<file path="config.mk">
export PLATFORM = sky130hd
export DESIGN_NAME = alert_text_overlay_generator
export DESIGN_NICKNAME = d
export VERILOG_FILES = /design/src/rtl/atog_pkg.sv /design/src/rtl/atog_pixel_shade.sv /design/src/rtl/alert_text_overlay_generator.sv
export VERILOG_INCLUDE_DIRS = /design/src /design/src/rtl
export SDC_FILE = /design/constraint.sdc
export NUM_CORES = 1
export LEC_CHECK = 0
export BUFFER_PORTS_ARGS = -buffer_cell sky130_fd_sc_hd__buf_2
export CAP_MARGIN = 20
export CORE_MARGIN = 4
export CORE_UTILIZATION = 45
export CTS_CLUSTER_DIAMETER = 150
export CTS_CLUSTER_SIZE = 30
export DETAILED_ROUTE_END_ITERATION = 16
export SYNTH_ARGS = -nofsm -noshare
export SYNTH_HDL_FRONTEND = slang
export SYNTH_SLANG_ARGS = --single-unit
</file>
<file path="constraint.sdc">
create_clock -name clock -period 18.1 [get_ports clock]
set_input_delay 1.81 -clock clock [delete_from_list [all_inputs] [get_ports clock]]
set_output_delay 1.81 -clock clock [all_outputs]
set_load 0.1 [all_outputs]
</file>
<file path="src/rtl/assert_macros.svh">
// Assertion macros for the overlay generator top level, clocked on clock and disabled in reset.
`ifndef ASSERT_MACROS_SVH
`define ASSERT_MACROS_SVH

// Antecedent implies consequent in the same cycle.
`define ASSERT_IMPLY(label, ante, cons) \
   label: assert property (@(posedge clock) disable iff (reset) (ante) |-> (cons)) \
      else $error("concurrent assertion failed");

// Antecedent implies consequent in the following cycle.
`define ASSERT_NEXT(label, ante, cons) \
   label: assert property (@(posedge clock) disable iff (reset) (ante) |=> (cons)) \
      else $error("concurrent assertion failed");

`endif

</file>
<file path="src/rtl/atog_pkg.sv">
// Package with the constants, font tables and types of the alert text overlay generator.
package atog_pkg;

   localparam int TEXT_SCALE = 3;
   localparam int MAX_DIM    = 4096;

   localparam int DIM_W   = 13;
   localparam int COORD_W = 12;
   localparam int ACT_W   = 2;
   localparam int HOLD_W  = 8;
   localparam int COLOR_W = 32;
   localparam int CSR_IDX_W  = 2;
   localparam int CSR_DATA_W = 13;

   localparam logic [ACT_W-1:0] ACT_PIXEL   = 2'd0;
   localparam logic [ACT_W-1:0] ACT_TRIGGER = 2'd1;
   localparam logic [ACT_W-1:0] ACT_TICK    = 2'd2;

   localparam logic [CSR_IDX_W-1:0] REG_AREA_WIDTH  = 2'd0;
   localparam logic [CSR_IDX_W-1:0] REG_AREA_HEIGHT = 2'd1;
   localparam logic [CSR_IDX_W-1:0] REG_HOLD_LENGTH = 2'd2;
   localparam logic [CSR_IDX_W-1:0] REG_ENABLED     = 2'd3;

   localparam logic [DIM_W-1:0]  RESET_WIDTH  = 13'd320;
   localparam logic [DIM_W-1:0]  RESET_HEIGHT = 13'd64;
   localparam logic [HOLD_W-1:0] RESET_HOLD   = 8'd15;

   localparam logic [COLOR_W-1:0] COLOR_BG     = 32'hC0B0_2020;
   localparam logic [COLOR_W-1:0] COLOR_TEXT   = 32'hFFFF_FFFF;
   localparam logic [COLOR_W-1:0] COLOR_BORDER = 32'hFFFF_FF00;
   localparam logic [COLOR_W-1:0] COLOR_CLEAR  = 32'h0000_0000;

   localparam int GLYPH_W     = 5;
   localparam int GLYPH_H     = 7;
   localparam int GLYPH_PITCH = 6;
   localparam int GLYPH_COUNT = 10;
   localparam int TEXT_LEN    = 16;
   localparam int MARGIN      = 4;

   localparam int CELL_W = GLYPH_PITCH * TEXT_SCALE;
   localparam int TEXT_W = TEXT_LEN * CELL_W;
   localparam int TEXT_H = GLYPH_H * TEXT_SCALE;

   localparam int DX_W    = $clog2(TEXT_W);
   localparam int DY_W    = $clog2(TEXT_H);
   localparam int IDX_W   = $clog2(TEXT_LEN);
   localparam int Q_W     = $clog2(TEXT_LEN * GLYPH_PITCH);
   localparam int COL_W   = $clog2(GLYPH_PITCH);
   localparam int ROW_W   = $clog2(GLYPH_H);
   localparam int GLYPH_IDX_W = $clog2(GLYPH_COUNT);
   localparam int BIT_W   = $clog2(GLYPH_W);

   // Division by a constant is done as a multiply by a rounded-up reciprocal.
   localparam int DIV_SH      = 20;
   localparam int RECIP_W     = DIV_SH + 1;
   localparam int RECIP_SCALE = (2 ** DIV_SH + TEXT_SCALE - 1) / TEXT_SCALE;
   localparam int RECIP_CELL  = (2 ** DIV_SH + CELL_W - 1) / CELL_W;

   localparam logic [GLYPH_W-1:0] GLYPH_ROM [GLYPH_COUNT][GLYPH_H] = '{
      '{5'h11, 5'h1B, 5'h15, 5'h15, 5'h11, 5'h11, 5'h11},
      '{5'h0E, 5'h11, 5'h11, 5'h11, 5'h11, 5'h11, 5'h0E},
      '{5'h1F, 5'h04, 5'h04, 5'h04, 5'h04, 5'h04, 5'h04},
      '{5'h1F, 5'h04, 5'h04, 5'h04, 5'h04, 5'h04, 5'h1F},
      '{5'h11, 5'h19, 5'h15, 5'h13, 5'h11, 5'h11, 5'h11},
      '{5'h1E, 5'h11, 5'h11, 5'h11, 5'h11, 5'h11, 5'h1E},
      '{5'h1F, 5'h10, 5'h10, 5'h1E, 5'h10, 5'h10, 5'h1F},
      '{5'h0F, 5'h10, 5'h10, 5'h10, 5'h10, 5'h10, 5'h0F},
      '{5'h04, 5'h04, 5'h04, 5'h04, 5'h04, 5'h00, 5'h04},
      '{5'h00, 5'h00, 5'h00, 5'h00, 5'h00, 5'h00, 5'h00}
   };

   // The banner text as glyph numbers, the space being the blank glyph.
   localparam logic [GLYPH_IDX_W-1:0] TEXT_GLYPHS [TEXT_LEN] = '{
      4'd0, 4'd1, 4'd2, 4'd3, 4'd1, 4'd4, 4'd9, 4'd5,
      4'd6, 4'd2, 4'd6, 4'd7, 4'd2, 4'd6, 4'd5, 4'd8
   };

   typedef struct packed {
      logic [DIM_W-1:0] width;
      logic [DIM_W-1:0] height;
      logic [DIM_W-1:0] width_m1;
      logic [DIM_W-1:0] height_m1;
      logic [DIM_W-1:0] start_x;
      logic [DIM_W-1:0] start_y;
   } atog_geom_type;

endpackage

</file>
<file path="src/rtl/atog_pixel_shade.sv">
// Combinational colour of one overlay pixel: text over border over background, clear when hidden or outside the area.
module atog_pixel_shade (
   input  atog_pkg::atog_geom_type          geom,
   input  logic                             shown,
   input  logic [atog_pkg::COORD_W-1:0]     pixel_x,
   input  logic [atog_pkg::COORD_W-1:0]     pixel_y,
   output logic [atog_pkg::COLOR_W-1:0]     pixel_color
);
   import atog_pkg::*;

   localparam int PROD_X_W = DX_W + RECIP_W;
   localparam int PROD_Y_W = DY_W + RECIP_W;

   logic [DIM_W-1:0]        x_ext;
   logic [DIM_W-1:0]        y_ext;
   logic [DIM_W-1:0]        dx_full;
   logic [DIM_W-1:0]        dy_full;
   logic                    in_text;
   logic [DX_W-1:0]         dx;
   logic [DY_W-1:0]         dy;
   logic [PROD_X_W-1:0]     prod_q;
   logic [PROD_X_W-1:0]     prod_idx;
   logic [PROD_Y_W-1:0]     prod_row;
   logic [Q_W-1:0]          q;
   logic [IDX_W-1:0]        idx;
   logic [Q_W-1:0]          q_base;
   logic [COL_W-1:0]        col;
   logic [ROW_W-1:0]        row;
   logic [GLYPH_W-1:0]      row_bits;
   logic [BIT_W-1:0]        bit_sel;
   logic                    text_on;
   logic                    in_area;
   logic                    on_border;

   always_comb begin
      x_ext   = DIM_W'(pixel_x);
      y_ext   = DIM_W'(pixel_y);
      dx_full = x_ext - geom.start_x;
      dy_full = y_ext - geom.start_y;
      in_text = (x_ext >= geom.start_x) && (y_ext >= geom.start_y) &&
                (dx_full < DIM_W'(TEXT_W)) && (dy_full < DIM_W'(TEXT_H));
      dx = dx_full[DX_W-1:0];
      dy = dy_full[DY_W-1:0];

      prod_q   = PROD_X_W'(dx) * PROD_X_W'(RECIP_SCALE);
      prod_idx = PROD_X_W'(dx) * PROD_X_W'(RECIP_CELL);
      prod_row = PROD_Y_W'(dy) * PROD_Y_W'(RECIP_SCALE);
      q   = Q_W'(prod_q >> DIV_SH);
      idx = IDX_W'(prod_idx >> DIV_SH);
      row = ROW_W'(prod_row >> DIV_SH);

      q_base = Q_W'(idx * GLYPH_PITCH);
      col    = COL_W'(q - q_base);

      row_bits = GLYPH_ROM[TEXT_GLYPHS[idx]][row];
      bit_sel  = BIT_W'(GLYPH_W - 1) - BIT_W'(col);
      text_on  = in_text && (col < COL_W'(GLYPH_W)) && (row < ROW_W'(GLYPH_H)) &&
                 row_bits[bit_sel];

      in_area   = (x_ext < geom.width) && (y_ext < geom.height);
      on_border = (pixel_x == '0) || (pixel_y == '0) ||
                  (x_ext == geom.width_m1) || (y_ext == geom.height_m1);

      if (!shown || !in_area) begin
         pixel_color = COLOR_CLEAR;
      end else if (text_on) begin
         pixel_color = COLOR_TEXT;
      end else if (on_border) begin
         pixel_color = COLOR_BORDER;
      end else begin
         pixel_color = COLOR_BG;
      end
   end

endmodule

</file>
<file path="src/rtl/alert_text_overlay_generator.sv">
// Alert banner overlay generator: request register, pixel shading and result register.
// One request is accepted per clock while req_stall is low; it passes through the request
// register and then the result register, with the pixel path shaded combinationally between
// those two registers. Every request gives one result: the ARGB colour for a pixel query
// and transparent for any other action, plus the banner state after the request. The text
// position is worked out when the area size is written, so configuration writes take effect
// at once and csr_ready is always high.
module alert_text_overlay_generator (
   input  logic                            clock,
   input  logic                            reset,
   input  logic                            req_valid,
   output logic                            req_stall,
   input  logic [atog_pkg::ACT_W-1:0]      req_action,
   input  logic [atog_pkg::COORD_W-1:0]    req_pixel_x,
   input  logic [atog_pkg::COORD_W-1:0]    req_pixel_y,
   output logic                            rsp_valid,
   input  logic                            rsp_stall,
   output logic [atog_pkg::COLOR_W-1:0]    rsp_pixel_color,
   output logic                            rsp_alert_shown,
   input  logic                            csr_valid,
   output logic                            csr_ready,
   input  logic [atog_pkg::CSR_IDX_W-1:0]  csr_index,
   input  logic [atog_pkg::CSR_DATA_W-1:0] csr_wdata
);
   import atog_pkg::*;
`include "assert_macros.svh"

   logic                  s1_valid_ff;
   logic                  s1_valid_in;
   logic [ACT_W-1:0]      s1_action_ff;
   logic [COORD_W-1:0]    s1_x_ff;
   logic [COORD_W-1:0]    s1_y_ff;
   logic                  rsp_valid_ff;
   logic                  rsp_valid_in;
   logic [COLOR_W-1:0]    rsp_color_ff;
   logic [COLOR_W-1:0]    rsp_color_in;
   logic                  rsp_shown_ff;
   logic                  rsp_shown_in;
   logic [HOLD_W-1:0]     hold_count_ff;
   logic [HOLD_W-1:0]     hold_count_in;
   logic [HOLD_W-1:0]     hold_length_ff;
   logic                  enabled_ff;
   atog_geom_type         geom_ff;
   atog_geom_type         geom_in;
   logic                  advance;
   logic                  accept;
   logic                  csr_write;
   logic                  shown_now;
   logic                  trigger_load;
   logic [COLOR_W-1:0]    shade_color;
   logic [DIM_W-1:0]      dim_clamped;
   logic [DIM_W-1:0]      dim_start;

   assign advance   = !rsp_valid_ff || !rsp_stall;
   assign req_stall = s1_valid_ff && !advance;
   assign accept    = req_valid && !req_stall;
   assign csr_ready = 1'b1;
   assign csr_write = csr_valid && csr_ready;
   assign shown_now = enabled_ff && (hold_count_ff != '0);
   assign trigger_load = advance && s1_valid_ff && (s1_action_ff == ACT_TRIGGER) &&
                         enabled_ff && !csr_valid;

   assign rsp_valid       = rsp_valid_ff;
   assign rsp_pixel_color = rsp_color_ff;
   assign rsp_alert_shown = rsp_shown_ff;

   atog_pixel_shade u_shade (
      .geom        (geom_ff),
      .shown       (shown_now),
      .pixel_x     (s1_x_ff),
      .pixel_y     (s1_y_ff),
      .pixel_color (shade_color)
   );

   // Clamped size and text start for the dimension being written.
   always_comb begin
      dim_clamped = (32'(csr_wdata) > MAX_DIM) ? DIM_W'(MAX_DIM) : DIM_W'(csr_wdata);
      dim_start   = DIM_W'(MARGIN);
      if (csr_index == REG_AREA_WIDTH) begin
         if (dim_clamped >= DIM_W'(TEXT_W)) begin
            dim_start = (dim_clamped - DIM_W'(TEXT_W)) >> 1;
         end
      end else begin
         if (dim_clamped >= DIM_W'(TEXT_H)) begin
            dim_start = (dim_clamped - DIM_W'(TEXT_H)) >> 1;
         end
      end
      if (dim_start < DIM_W'(MARGIN)) begin
         dim_start = DIM_W'(MARGIN);
      end

      geom_in = geom_ff;
      if (csr_write && (csr_index == REG_AREA_WIDTH)) begin
         geom_in.width    = dim_clamped;
         geom_in.width_m1 = dim_clamped - DIM_W'(1);
         geom_in.start_x  = dim_start;
      end
      if (csr_write && (csr_index == REG_AREA_HEIGHT)) begin
         geom_in.height    = dim_clamped;
         geom_in.height_m1 = dim_clamped - DIM_W'(1);
         geom_in.start_y   = dim_start;
      end
   end

   always_comb begin
      hold_count_in = hold_count_ff;
      rsp_color_in  = COLOR_CLEAR;
      case (s1_action_ff)
         ACT_PIXEL: begin
            rsp_color_in = shade_color;
         end
         ACT_TRIGGER: begin
            if (enabled_ff) begin
               hold_count_in = hold_length_ff;
            end
         end
         ACT_TICK: begin
            if (enabled_ff && (hold_count_ff != '0)) begin
               hold_count_in = hold_count_ff - HOLD_W'(1);
            end
         end
         default: begin
            hold_count_in = hold_count_ff;
         end
      endcase
      rsp_shown_in = enabled_ff && (hold_count_in != '0);
      s1_valid_in  = accept ? 1'b1 : (advance ? 1'b0 : s1_valid_ff);
      rsp_valid_in = advance ? s1_valid_ff : rsp_valid_ff;
   end

   always_ff @(posedge clock) begin
      if (reset) begin
         s1_valid_ff    <= 1'b0;
         rsp_valid_ff   <= 1'b0;
         hold_count_ff  <= '0;
         hold_length_ff <= RESET_HOLD;
         enabled_ff     <= 1'b0;
         geom_ff.width     <= RESET_WIDTH;
         geom_ff.height    <= RESET_HEIGHT;
         geom_ff.width_m1  <= RESET_WIDTH - DIM_W'(1);
         geom_ff.height_m1 <= RESET_HEIGHT - DIM_W'(1);
         geom_ff.start_x   <= (RESET_WIDTH >= DIM_W'(TEXT_W + 2 * MARGIN)) ?
                              (RESET_WIDTH - DIM_W'(TEXT_W)) >> 1 : DIM_W'(MARGIN);
         geom_ff.start_y   <= (RESET_HEIGHT >= DIM_W'(TEXT_H + 2 * MARGIN)) ?
                              (RESET_HEIGHT - DIM_W'(TEXT_H)) >> 1 : DIM_W'(MARGIN);
      end else begin
         s1_valid_ff  <= s1_valid_in;
         rsp_valid_ff <= rsp_valid_in;
         geom_ff      <= geom_in;
         if (csr_write && (csr_index == REG_HOLD_LENGTH)) begin
            hold_length_ff <= csr_wdata[HOLD_W-1:0];
         end
         if (csr_write && (csr_index == REG_ENABLED)) begin
            enabled_ff    <= csr_wdata[0];
            hold_count_ff <= '0;
         end else if (advance && s1_valid_ff) begin
            hold_count_ff <= hold_count_in;
         end
      end
   end

   always_ff @(posedge clock) begin
      if (accept) begin
         s1_action_ff <= req_action;
         s1_x_ff      <= req_pixel_x;
         s1_y_ff      <= req_pixel_y;
      end
      if (advance && s1_valid_ff) begin
         rsp_color_ff <= rsp_color_in;
         rsp_shown_ff <= rsp_shown_in;
      end
   end

   `ASSERT_IMPLY(a_color_needs_banner, rsp_valid_ff && (rsp_color_ff != '0), rsp_shown_ff)
   `ASSERT_IMPLY(a_hold_needs_enable, hold_count_ff != '0, enabled_ff)
   `ASSERT_IMPLY(a_stall_when_full, req_stall, s1_valid_ff && rsp_valid_ff)
   `ASSERT_NEXT(a_trigger_loads, trigger_load, hold_count_ff == $past(hold_length_ff))

endmodule
</file>
==> metrics.md, run 1 <==
| Metric | Value |
|---|---|
| Routed vias/inst | about 5.6 |
| Max-Cap Viols | 0 |
| Slowest-stage cell, CP | fa_1 |
| Period utilization | 0.494 |
| CP Capture Point | rsp_pixel_color[29] |
| Routed vias | 10500 |
| Placed wire-length estimate | 25600 µm |
| Clk Latency, worst-skew pair | 0.42 ns |
| Maximum buffer depth of the clock tree | 2 |
| Reg clk slew, reported paths | 0.06 ns |
| Core area | 27000 µm² |
| WL/cell | 17.1 µm |
| Period minus WS final | 8.95 ns |
| CP Launch Type | flop |
| Gr usage total | 0.213 |
| Global route total overflow | 0 |
| CP Capture Type | flop |
| Layout area overhead | 9.11% |
| Top cell by count, worst path | ha_1 |
| Asr flop ratio synth | 0 |
| Setup WS post-layout | around 9 ns |
| FF-to-FF Start | s1_x_ff[3] |
| Rows | 60 |
| TNS Setup | 0 ns |
| CP required | between 15 and 20 ns |
| Slew Viols, Final | 0 |
| Die W | 174 µm |
| Unrepaired setup endpoints after global routing | false |
| Seq/Total Area, Yosys | 0.229 |
| Synth area leader | ha_1 |
| Worst Setup SP | s1_x_ff[3] |
| Top FF cell, synth | dfxtp_1 |
| Worst-margin pin slew | approximately 1.1 ns |
| Inst Count DP | 1839 |
| Post-cts resize count | 0 |
| Placement Setup Slack | 9.25 ns |
| Reg2reg end | rsp_pixel_color[29] |
| Initial antenna violation count | 0 |
| Top delay family on crit path | adder cells |
| CTS Buf Count | 17 |
| CP max FO | 13 |
| CP Data Arrival Time | 9.21 ns |
| Layout Nets | 1780 |
| Largest net degree at the start of global routing | 65 |
| Post-Layout Cell Count | about 1900 |
| Outcome | finished, final reports clean |
| Worst Skew | between 0.01 and 0.015 ns |
| Final Hold Vio Count | 0 |
| Net Count, Synth | between 1500 and 2000 |
| Final setup viols | 0 |
| Yosys warns | 0 |
| DR DRC count | 0 |
| I/O Buffers | 80 |
| Syn avg cell area | 8.32 µm² |
| Fmax | roughly 110 MHz |
| Initial Utilization | 0.458 |
| Diode count | 0 |
| Ports | 82 |
| H-tree depth | 4 |
| Final wirelength | 32100 µm |
| Worst Reg-to-Reg Cells | 33 |
| TritonCTS clock tree | yes |
| Die ar. | 30200 µm² |
| Hold Buf Count CTS | 0 |
| Max_slew headroom | 0.282 |
| Post-Syn Area | 12300 µm² |
| Flops & latches, synth | 126 |
| EDFF count, synth | 31 |
| Area contributors post-synth | ha_1 16%, dfxtp_1 15%, fa_1 9.4% |
| First-pass GRT wire length | between 50000 and 60000 µm |
| FF-to-FF setup slack | 9.15 ns |
| Routed Antenna Nets | 0 |
| Post-Synthesis Cells | 1485 |
| Root Driver | clkbuf_16 |
| Delay of the slowest critical-path stage | 0.52 ns |
| Top-area cell type share of the netlist area | 0.161 |
| Vias in the first global route | 10500 |
| Worst Path Buf+Inv | 4 |
| Die height | around 170 µm |
| Hold WC Path Type | flop to flop |
| Total clock sinks | 126 |
| Area after DPL | 12900 µm² |
| Design Area, Final | about 13000 µm² |
| Post-CTS Setup Bufs | 0 |
| Detailed Routing Iterations Pass 1 | 5 |
| WS Path Type | flop to flop |
| Share of layout cells above drive strength 1 | 0.101 |
| Number of fill cells | 2604 |
| Unique masters post-synth | 90 |
| First-iteration detailed-routing DRC count | 678 |
| Crit path depth | 33 |
| GPL Wtd Cong | 0.890 |
## synth_stat cells (17+ instances only)
master    instances
buf_4            29
nand3_1          29
nor3_1           29
ha_1            159
nor2_1          105
o21ai_0          50
nor2b_1          22
fa_1             58
dfxtp_1          95
edfxtp_1         31
nand2_1         152
o21a_1           17
clkbuf_1         41
xor2_1           23
inv_1           194
nor4_1           17
xnor2_1          35
a21oi_1         109
o211ai_1         31
a211oi_1         33
## stage by stage
step | utilization | hold slack [ns]
2_1_floorplan | - | 0.434
3_3_place_gp | 0.477 | 0.443
4_1_cts | 0.500 | 0.454
6_report | 0.500 | 0.452
5_1_grt | 0.500 | 0.475
3_5_place_dp | 0.477 | 0.446
## worst min-delay path by stage
stage,startpoint,endpoint,slack [ns],depth (start not counted)
CTS,geom_ff[67],geom_ff[67],0.45,2
global placement,geom_ff[76],geom_ff[76],0.44,2
global route,geom_ff[72],geom_ff[72],0.48,2
detailed placement,geom_ff[67],geom_ff[67],0.45,2
floorplan,geom_ff[52],geom_ff[52],0.43,2
finish,geom_ff[72],geom_ff[72],0.45,2
## routing by layer
| metal | global-route usage | routed length, µm | share of wire | vias to the layer above |
|---|---|---|---|---|
| met1 | 0.259 | 13600 | 0.42 | 4950 |
| met4 | 0.0663 | 873 | 0.027 | 0 |
| li1 | - | - | - | 5234 |
| met5 | 0 | 0 | 0 | - |
| met2 | 0.394 | 16500 | 0.51 | 234 |
| met3 | 0.0262 | 1180 | 0.037 | 69 |
## tightest hold or removal path, delay by kind of cell (launching register included)
kind	cells	cell delay, ns
simple gates	1	0.05
flops	1	0.30
compound gates	1	0.05
## registers in the layout (all words and copies together), names as in the netlist
| name | count |
|---|---|
| rsp_pixel_color | 4 |
| s1_x_ff | 12 |
| geom_ff | 76 |
| s1_valid_ff | 1 |
| enabled_ff | 1 |
| s1_action_ff | 2 |
| rsp_valid | 1 |
| s1_y_ff | 12 |
| hold_length_ff | 8 |
| rsp_alert_shown | 1 |
| hold_count_ff | 8 |
## layout make-up
| cell class | instances | area, µm² | area share |
|---|---|---|---|
| well taps | 341 | 427 | 0.0317 |
| inverters | 194 | 728 | 0.0540 |
| multi-input cells | 1088 | 8390 | 0.623 |
| repair buffers | 90 | 475 | 0.0353 |
| flip-flops and latches | 126 | 2830 | 0.210 |
| clock inverters | 14 | 191 | 0.0142 |
| clock buffers | 18 | 429 | 0.0319 |
## layout by cell type (no fill, tap or decap), types with 10 or more instances in the layout
master,netlist,final
nand3_1,29,29
o21a_1,17,17
nand4_1,11,11
xnor2_1,35,35
a21o_1,14,14
o22ai_1,10,10
mux2i_1,12,12
o211ai_1,31,31
inv_1,194,194
ha_1,159,159
fa_1,58,58
a22oi_1,11,11
a21oi_1,109,109
nor2_1,105,104
o21ai_0,50,50
a211oi_1,33,33
buf_2,4,80
xor2_1,23,23
nand2_1,152,152
clkbuf_16,0,17
nor2b_1,22,21
nor4_1,17,17
dfxtp_1,95,95
edfxtp_1,31,31
buf_4,29,10
nor3_1,29,29
## cells by family (layout without fill, tap and decap cells)
logic type | count (synthesis) | after routing | synth area share
XOR/XNOR | 63 | 63 | 0.0482
other | 1 | 1 | 0.000304
AO/OA/AOI/OAI | 364 | 364 | 0.196
multiplexers | 17 | 17 | 0.0146
buffers and inverters | 271 | 316 | 0.0916
adder cells (fa/ha/maj) | 217 | 217 | 0.255
flip-flops | 126 | 126 | 0.229
AND/OR/NAND/NOR | 426 | 426 | 0.165
Power of run 1 is not shown: default switching activity piles up to over one toggle a cycle in this logic, so the estimate is an artifact.
==> run 2, diff against run 1 <==
==> constraint.sdc (replaced) <==
create_clock -name clock -period 8.42 [get_ports clock]
set_input_delay 0.842 -clock clock [delete_from_list [all_inputs] [get_ports clock]]
set_output_delay 0.842 -clock clock [all_outputs]
set_load 0.1 [all_outputs]
==> metrics.md, run 2 (synthesized netlist as in run 1, its figures left out) <==
| Metric | Value |
|---|---|
| Number of fill cells | 2584 |
| Worst Path Buf+Inv | 7 |
| WS Path Type | flop to flop |
| GPL Wtd Cong | 0.883 |
| CP Launch Type | flop |
| Die height | 174 µm |
| Routed vias/inst | about 5.6 |
| First-iteration detailed-routing DRC count | 636 |
| Vias in the first global route | 10400 |
| Global route total overflow | 0 |
| Biggest register | geom_ff |
| Final setup viols | 0 |
| Top cell by count, worst path | inv_1 |
| Detailed Routing Iterations Pass 1 | 6 |
| Slew Viols, Final | 0 |
| Final wirelength | between 30000 and 40000 µm |
| Diode count | 0 |
| Worst Skew | 0.0137 ns |
| H-tree depth | 4 |
| Most common cell after layout, fill and taps aside | inv_1 |
| Placed wire-length estimate | 25700 µm |
| Period minus WS final | 7.94 ns |
| Largest net degree at the start of global routing | 65 |
| Gr usage total | 0.214 |
| Fmax | 126 MHz |
| Most frequent cells in the layout | 193 x inv_1, 152 x nand2_1, 152 x ha_1 |
| Die W | 174 µm |
| Layout area overhead | 11.2% |
| Core area | between 20000 and 30000 µm² |
| Routed Antenna Nets | 0 |
| Period utilization | 0.943 |
| Outcome | finished, final reports clean |
| Inst Count DP | ~1800 |
| Footprint of the multi-input gates | about 8500 µm² |
| Top delay family on crit path | adder cells |
| CP Data Arrival Time | 8.09 ns |
| Maximum buffer depth of the clock tree | 2 |
| GRT busiest layer | met2 |
| GR Layer Usage met1 | 0.262 |
| CP required | 8.57 ns |
| First-pass GRT wire length | 52700 µm |
| Max FFs per register | 76 |
| Initial antenna violation count | 1 |
| Ports | approximately 80 |
| Rows | 60 |
| Top Registers | geom_ff: 76 flops, s1_x_ff: 12 flops, s1_y_ff: 12 flops |
| Worst-margin pin slew | ~0.87 ns |
| Max_slew headroom | 0.418 |
| Delay of the slowest critical-path stage | 0.54 ns |
| Total clock sinks | between 100 and 150 |
| Slowest-stage cell, CP | fa_1 |
| CTS Buf Count | 17 |
| Layout Nets | 1800 |
| Post-Layout Cell Count | 1891 |
| DR DRC count | 0 |
| Share of layout cells above drive strength 1 | 0.126 |
| Max-Cap Viols | 0 |
| Routed vias | 10600 |
| Final Hold Vio Count | 0 |
| WL/cell | 17.2 µm |
| CP Capture Type | flop |
| FF+latch area | 2830 µm² |
| Die ar. | approximately 30000 µm² |
| CP max FO | 12 |
| Root Driver | clkbuf_16 |
| I/O Buffers | 80 |
| Initial Utilization | 0.458 |
| Grt met2 use | 0.385 |
| Met3 GRT Util | 0.0242 |
| Hold WC Path Type | flop to flop |
| Reg clk slew, reported paths | around 0.060 ns |
| TritonCTS clock tree | yes |
| Clk Latency, worst-skew pair | ~0.43 ns |
-- run 2: changes by cell type in the layout (fill, tap and decap cells not counted), sizes merged --
cell,previous run,this run
bufinv,4,1
buf,90,110
inv,196,195
clkinv,5,4
clkbuf,18,23
-- run 2: layout make-up --
| type | instances | share of cell area |
|---|---|---|
| clock inverter | 9 | 0.00601 |
| multi-input combinational | 1088 | 0.622 |
| sequential | 126 | 0.206 |
| clock buffer | 23 | 0.0364 |
| timing repair buffer | 110 | 0.0454 |
| inverter | 194 | 0.0530 |
| tap | 341 | 0.0311 |
-- run 2: per-layer routing --
metal  wire length (µm)  vias to the layer above
met5                 13                        -
met2              16300                      247
met3               1120                       68
met4               1040                        2
li1                   -                     5281
met1              14000                     4954
-- run 2: stage by stage --
step | utilization | area (µm²) | setup WS (ns) | TNS [ns] | hold WS, ns
after floorplan | - | 12300 | 0.516 | 0 | 0.434
after global placement | 0.480 | 12900 | 0.107 | 0 | 0.444
after detailed placement | 0.480 | 12900 | -0.106 | -0.251 | 0.448
after CTS | 0.502 | 13500 | 0.0712 | 0 | 0.455
after global routing | 0.510 | 13700 | -0.0217 | -0.0255 | 0.474
final | 0.510 | 13700 | 0.479 | 0 | 0.453
-- run 2: path summary, 6_finish.rpt --
| check | to | depth (start not counted) | start | slack, ns |
|---|---|---|---|---|
| setup / recovery | rsp_pixel_color[29] | 35 | s1_x_ff[0] | 0.48 |
| hold / removal | geom_ff[70] | 2 | geom_ff[70] | 0.45 |
| setup reg to reg | rsp_pixel_color[29] | 35 | s1_x_ff[0] | 0.48 |
| hold reg to reg | geom_ff[70] | 2 | geom_ff[70] | 0.45 |
-- run 2: worst reg2reg max path, delay by kind of cell, from the launching register on --
family | cells | cell delay, ns
adder cells (fa/ha/maj) | 10 | 3.23
AND/OR/NAND/NOR | 8 | 1.33
AO/OA/AOI/OAI | 9 | 1.85
flip-flops | 1 | 0.38
XOR/XNOR | 1 | 0.22
buffers and inverters | 7 | 0.68
-- run 2: what timing repair did --
action	CTS	global route
endpoints found under the setup margin	3	3
gates resized for setup	1	23
setup buffers	3	6
hold buffers	0	0
pin swaps	2	16
Power of run 2 is left out for the same reason.
==> run 3, diff against run 2 <==
--- a/config.mk
+++ b/config.mk
@@ -8,11 +8,14 @@
 export LEC_CHECK = 0
 export BUFFER_PORTS_ARGS = -buffer_cell sky130_fd_sc_hd__buf_2
 export CAP_MARGIN = 20
+export CELL_PAD_IN_SITES_DETAIL_PLACEMENT = 0
+export CELL_PAD_IN_SITES_GLOBAL_PLACEMENT = 2
 export CORE_MARGIN = 4
-export CORE_UTILIZATION = 45
+export CORE_UTILIZATION = 38
 export CTS_CLUSTER_DIAMETER = 150
 export CTS_CLUSTER_SIZE = 30
 export DETAILED_ROUTE_END_ITERATION = 16
+export PLACE_DENSITY_LB_ADDON = 0.1
 export SYNTH_ARGS = -nofsm -noshare
 export SYNTH_HDL_FRONTEND = slang
 export SYNTH_SLANG_ARGS = --single-unit
==> constraint.sdc (replaced) <==
create_clock -name clock -period 8.42 [get_ports clock]
set_input_delay 1.684 -clock clock [delete_from_list [all_inputs] [get_ports clock]]
set_output_delay 1.684 -clock clock [all_outputs]
set_load 0.1 [all_outputs]
==> metrics.md, run 3 (synthesized netlist as in run 1, its figures left out) <==
| Metric | Value |
|---|---|
| Delay of the slowest critical-path stage | 0.55 ns |
| CP Capture Type | flop |
| TNS Setup | 0 ns |
| Worst-margin pin slew | slightly above 0.8 ns |
| WHS | between 0.4 and 0.5 ns |
| Detailed Routing Iterations Pass 1 | 4 |
| Initial antenna violation count | 0 |
| Rows | 65 |
| Routed vias/inst | ~5.2 |
| Worst Skew | 0.00884 ns |
| First-iteration detailed-routing DRC count | 442 |
| CP max FO | 4 |
| Final Hold Vio Count | 0 |
| Total clock sinks | 126 |
| WS Path Type | flop to flop |
| Slew Viols, Final | 0 |
| Final setup viols | 0 |
| Max FFs per register | 76 |
| Share of layout cells above drive strength 1 | 0.131 |
| Clk Latency, worst-skew pair | 0.42 ns |
| Largest net degree at the start of global routing | 64 |
| Die height | 188 µm |
| Maximum buffer depth of the clock tree | 2 |
| Layout area overhead | 12.9% |
| First-pass GRT wire length | 57600 µm |
| Top cell by count, worst path | inv_1 |
| Vias in the first global route | 10600 |
| Number of fill cells | about 3300 |
| Layout Nets | between 1500 and 2000 |
| Hold WC Path Type | flop to flop |
| Placed wire-length estimate | around 30000 µm |
| Max_slew headroom | 0.444 |
| Slowest-stage cell, CP | fa_1 |
| Root Driver | clkbuf_16 |
| Ports | 82 |
| Biggest register | geom_ff |
| CTS Buf Count | 17 |
| I/O Buffers | 80 |
| FF+latch area | 2830 µm² |
| Most frequent cells in the layout | 193 x inv_1, 153 x ha_1, 151 x nand2_1 |
| Fmax | 126 MHz |
| Max-Cap Viols | 0 |
| Gr usage total | 0.204 |
| FF-to-FF setup slack | 0.51 ns |
| Routed vias | roughly 10000 |
| WL/cell | about 18 µm |
| Die W | 188 µm |
| Global route total overflow | 0 |
| Die ar. | 35400 µm² |
| TritonCTS clock tree | yes |
| Final wirelength | between 30000 and 40000 µm |
| Period utilization | 0.939 |
| GPL Wtd Cong | 0.853 |
| CP required | approximately 8.7 ns |
| Unrepaired setup endpoints after global routing | false |
| Core area | 31800 µm² |
| Routed Antenna Nets | 0 |
| Setup WS post-layout | 0.511 ns |
| Footprint of the multi-input gates | about 8600 µm² |
| Reg clk slew, reported paths | 0.06 ns |
| CP Data Arrival Time | 8.17 ns |
| DR DRC count | 0 |
| H-tree depth | 4 |
| Most common cell after layout, fill and taps aside | inv_1 |
| Placement Setup Slack | 0.0212 ns |
| CP Launch Type | flop |
| Top Registers | geom_ff: 76 flops, s1_x_ff: 12 flops, s1_y_ff: 12 flops |
| Outcome | finished, final reports clean |
| Diode count | 0 |
| Initial Utilization | 0.388 |
| Period minus WS final | 7.91 ns |
==> run 3: per-stage QoR <==
stage	instance area (µm²)	std cells	util
6_report	13900	1987	0.438
5_1_grt	13900	1987	0.438
4_1_cts	13700	1981	0.432
3_5_place_dp	13100	1948	0.411
3_3_place_gp	13100	1948	0.411
2_1_floorplan	12300	1485	-
==> run 3: area by class of cell <==
class,instances,share of cell area
multi-input cells,1088,0.616
flip-flops and latches,126,0.203
inverters,194,0.0522
repair buffers,112,0.0460
well taps,435,0.0390
clock buffers,24,0.0380
clock inverters,8,0.00539
==> run 3: repair_timing <==
| action | CTS | global route |
|---|---|---|
| buffers inserted | 1 | 6 |
| cloned | 0 | 0 |
| pin swaps | 2 | 21 |
| hold buffers | 0 | 0 |
| gates resized for setup | 5 | 28 |
| hold endpoints to repair | 0 | 0 |
| setup endpoints to repair | 2 | 3 |
==> run 3: worst paths after layout <==
kind                     from            endpoint  cells past startpoint
setup / recovery   s1_x_ff[0]  rsp_pixel_color[5]                     36
hold / removal    geom_ff[63]         geom_ff[63]                      2
setup reg to reg   s1_x_ff[0]  rsp_pixel_color[5]                     36
hold reg to reg   geom_ff[63]         geom_ff[63]                      2
==> run 3: layer usage <==
metal,part of all wire,GRT usage,vias up
met5,0,0,-
met4,0.029,0.0703,0
met3,0.018,0.0207,45
met2,0.52,0.375,123
met1,0.43,0.248,4926
li1,-,-,5266
==> run 3: critical path: cells and delay by family, from the launching register on <==
kind / cells / cell delay [ns]
fa+ha+maj: 9 / 3.04
xor+xnor: 4 / 0.59
buf+inv: 7 / 0.58
flops: 1 / 0.39
compound gates: 8 / 1.29
simple gates: 8 / 1.83
Power of run 3 is left out for the same reason.
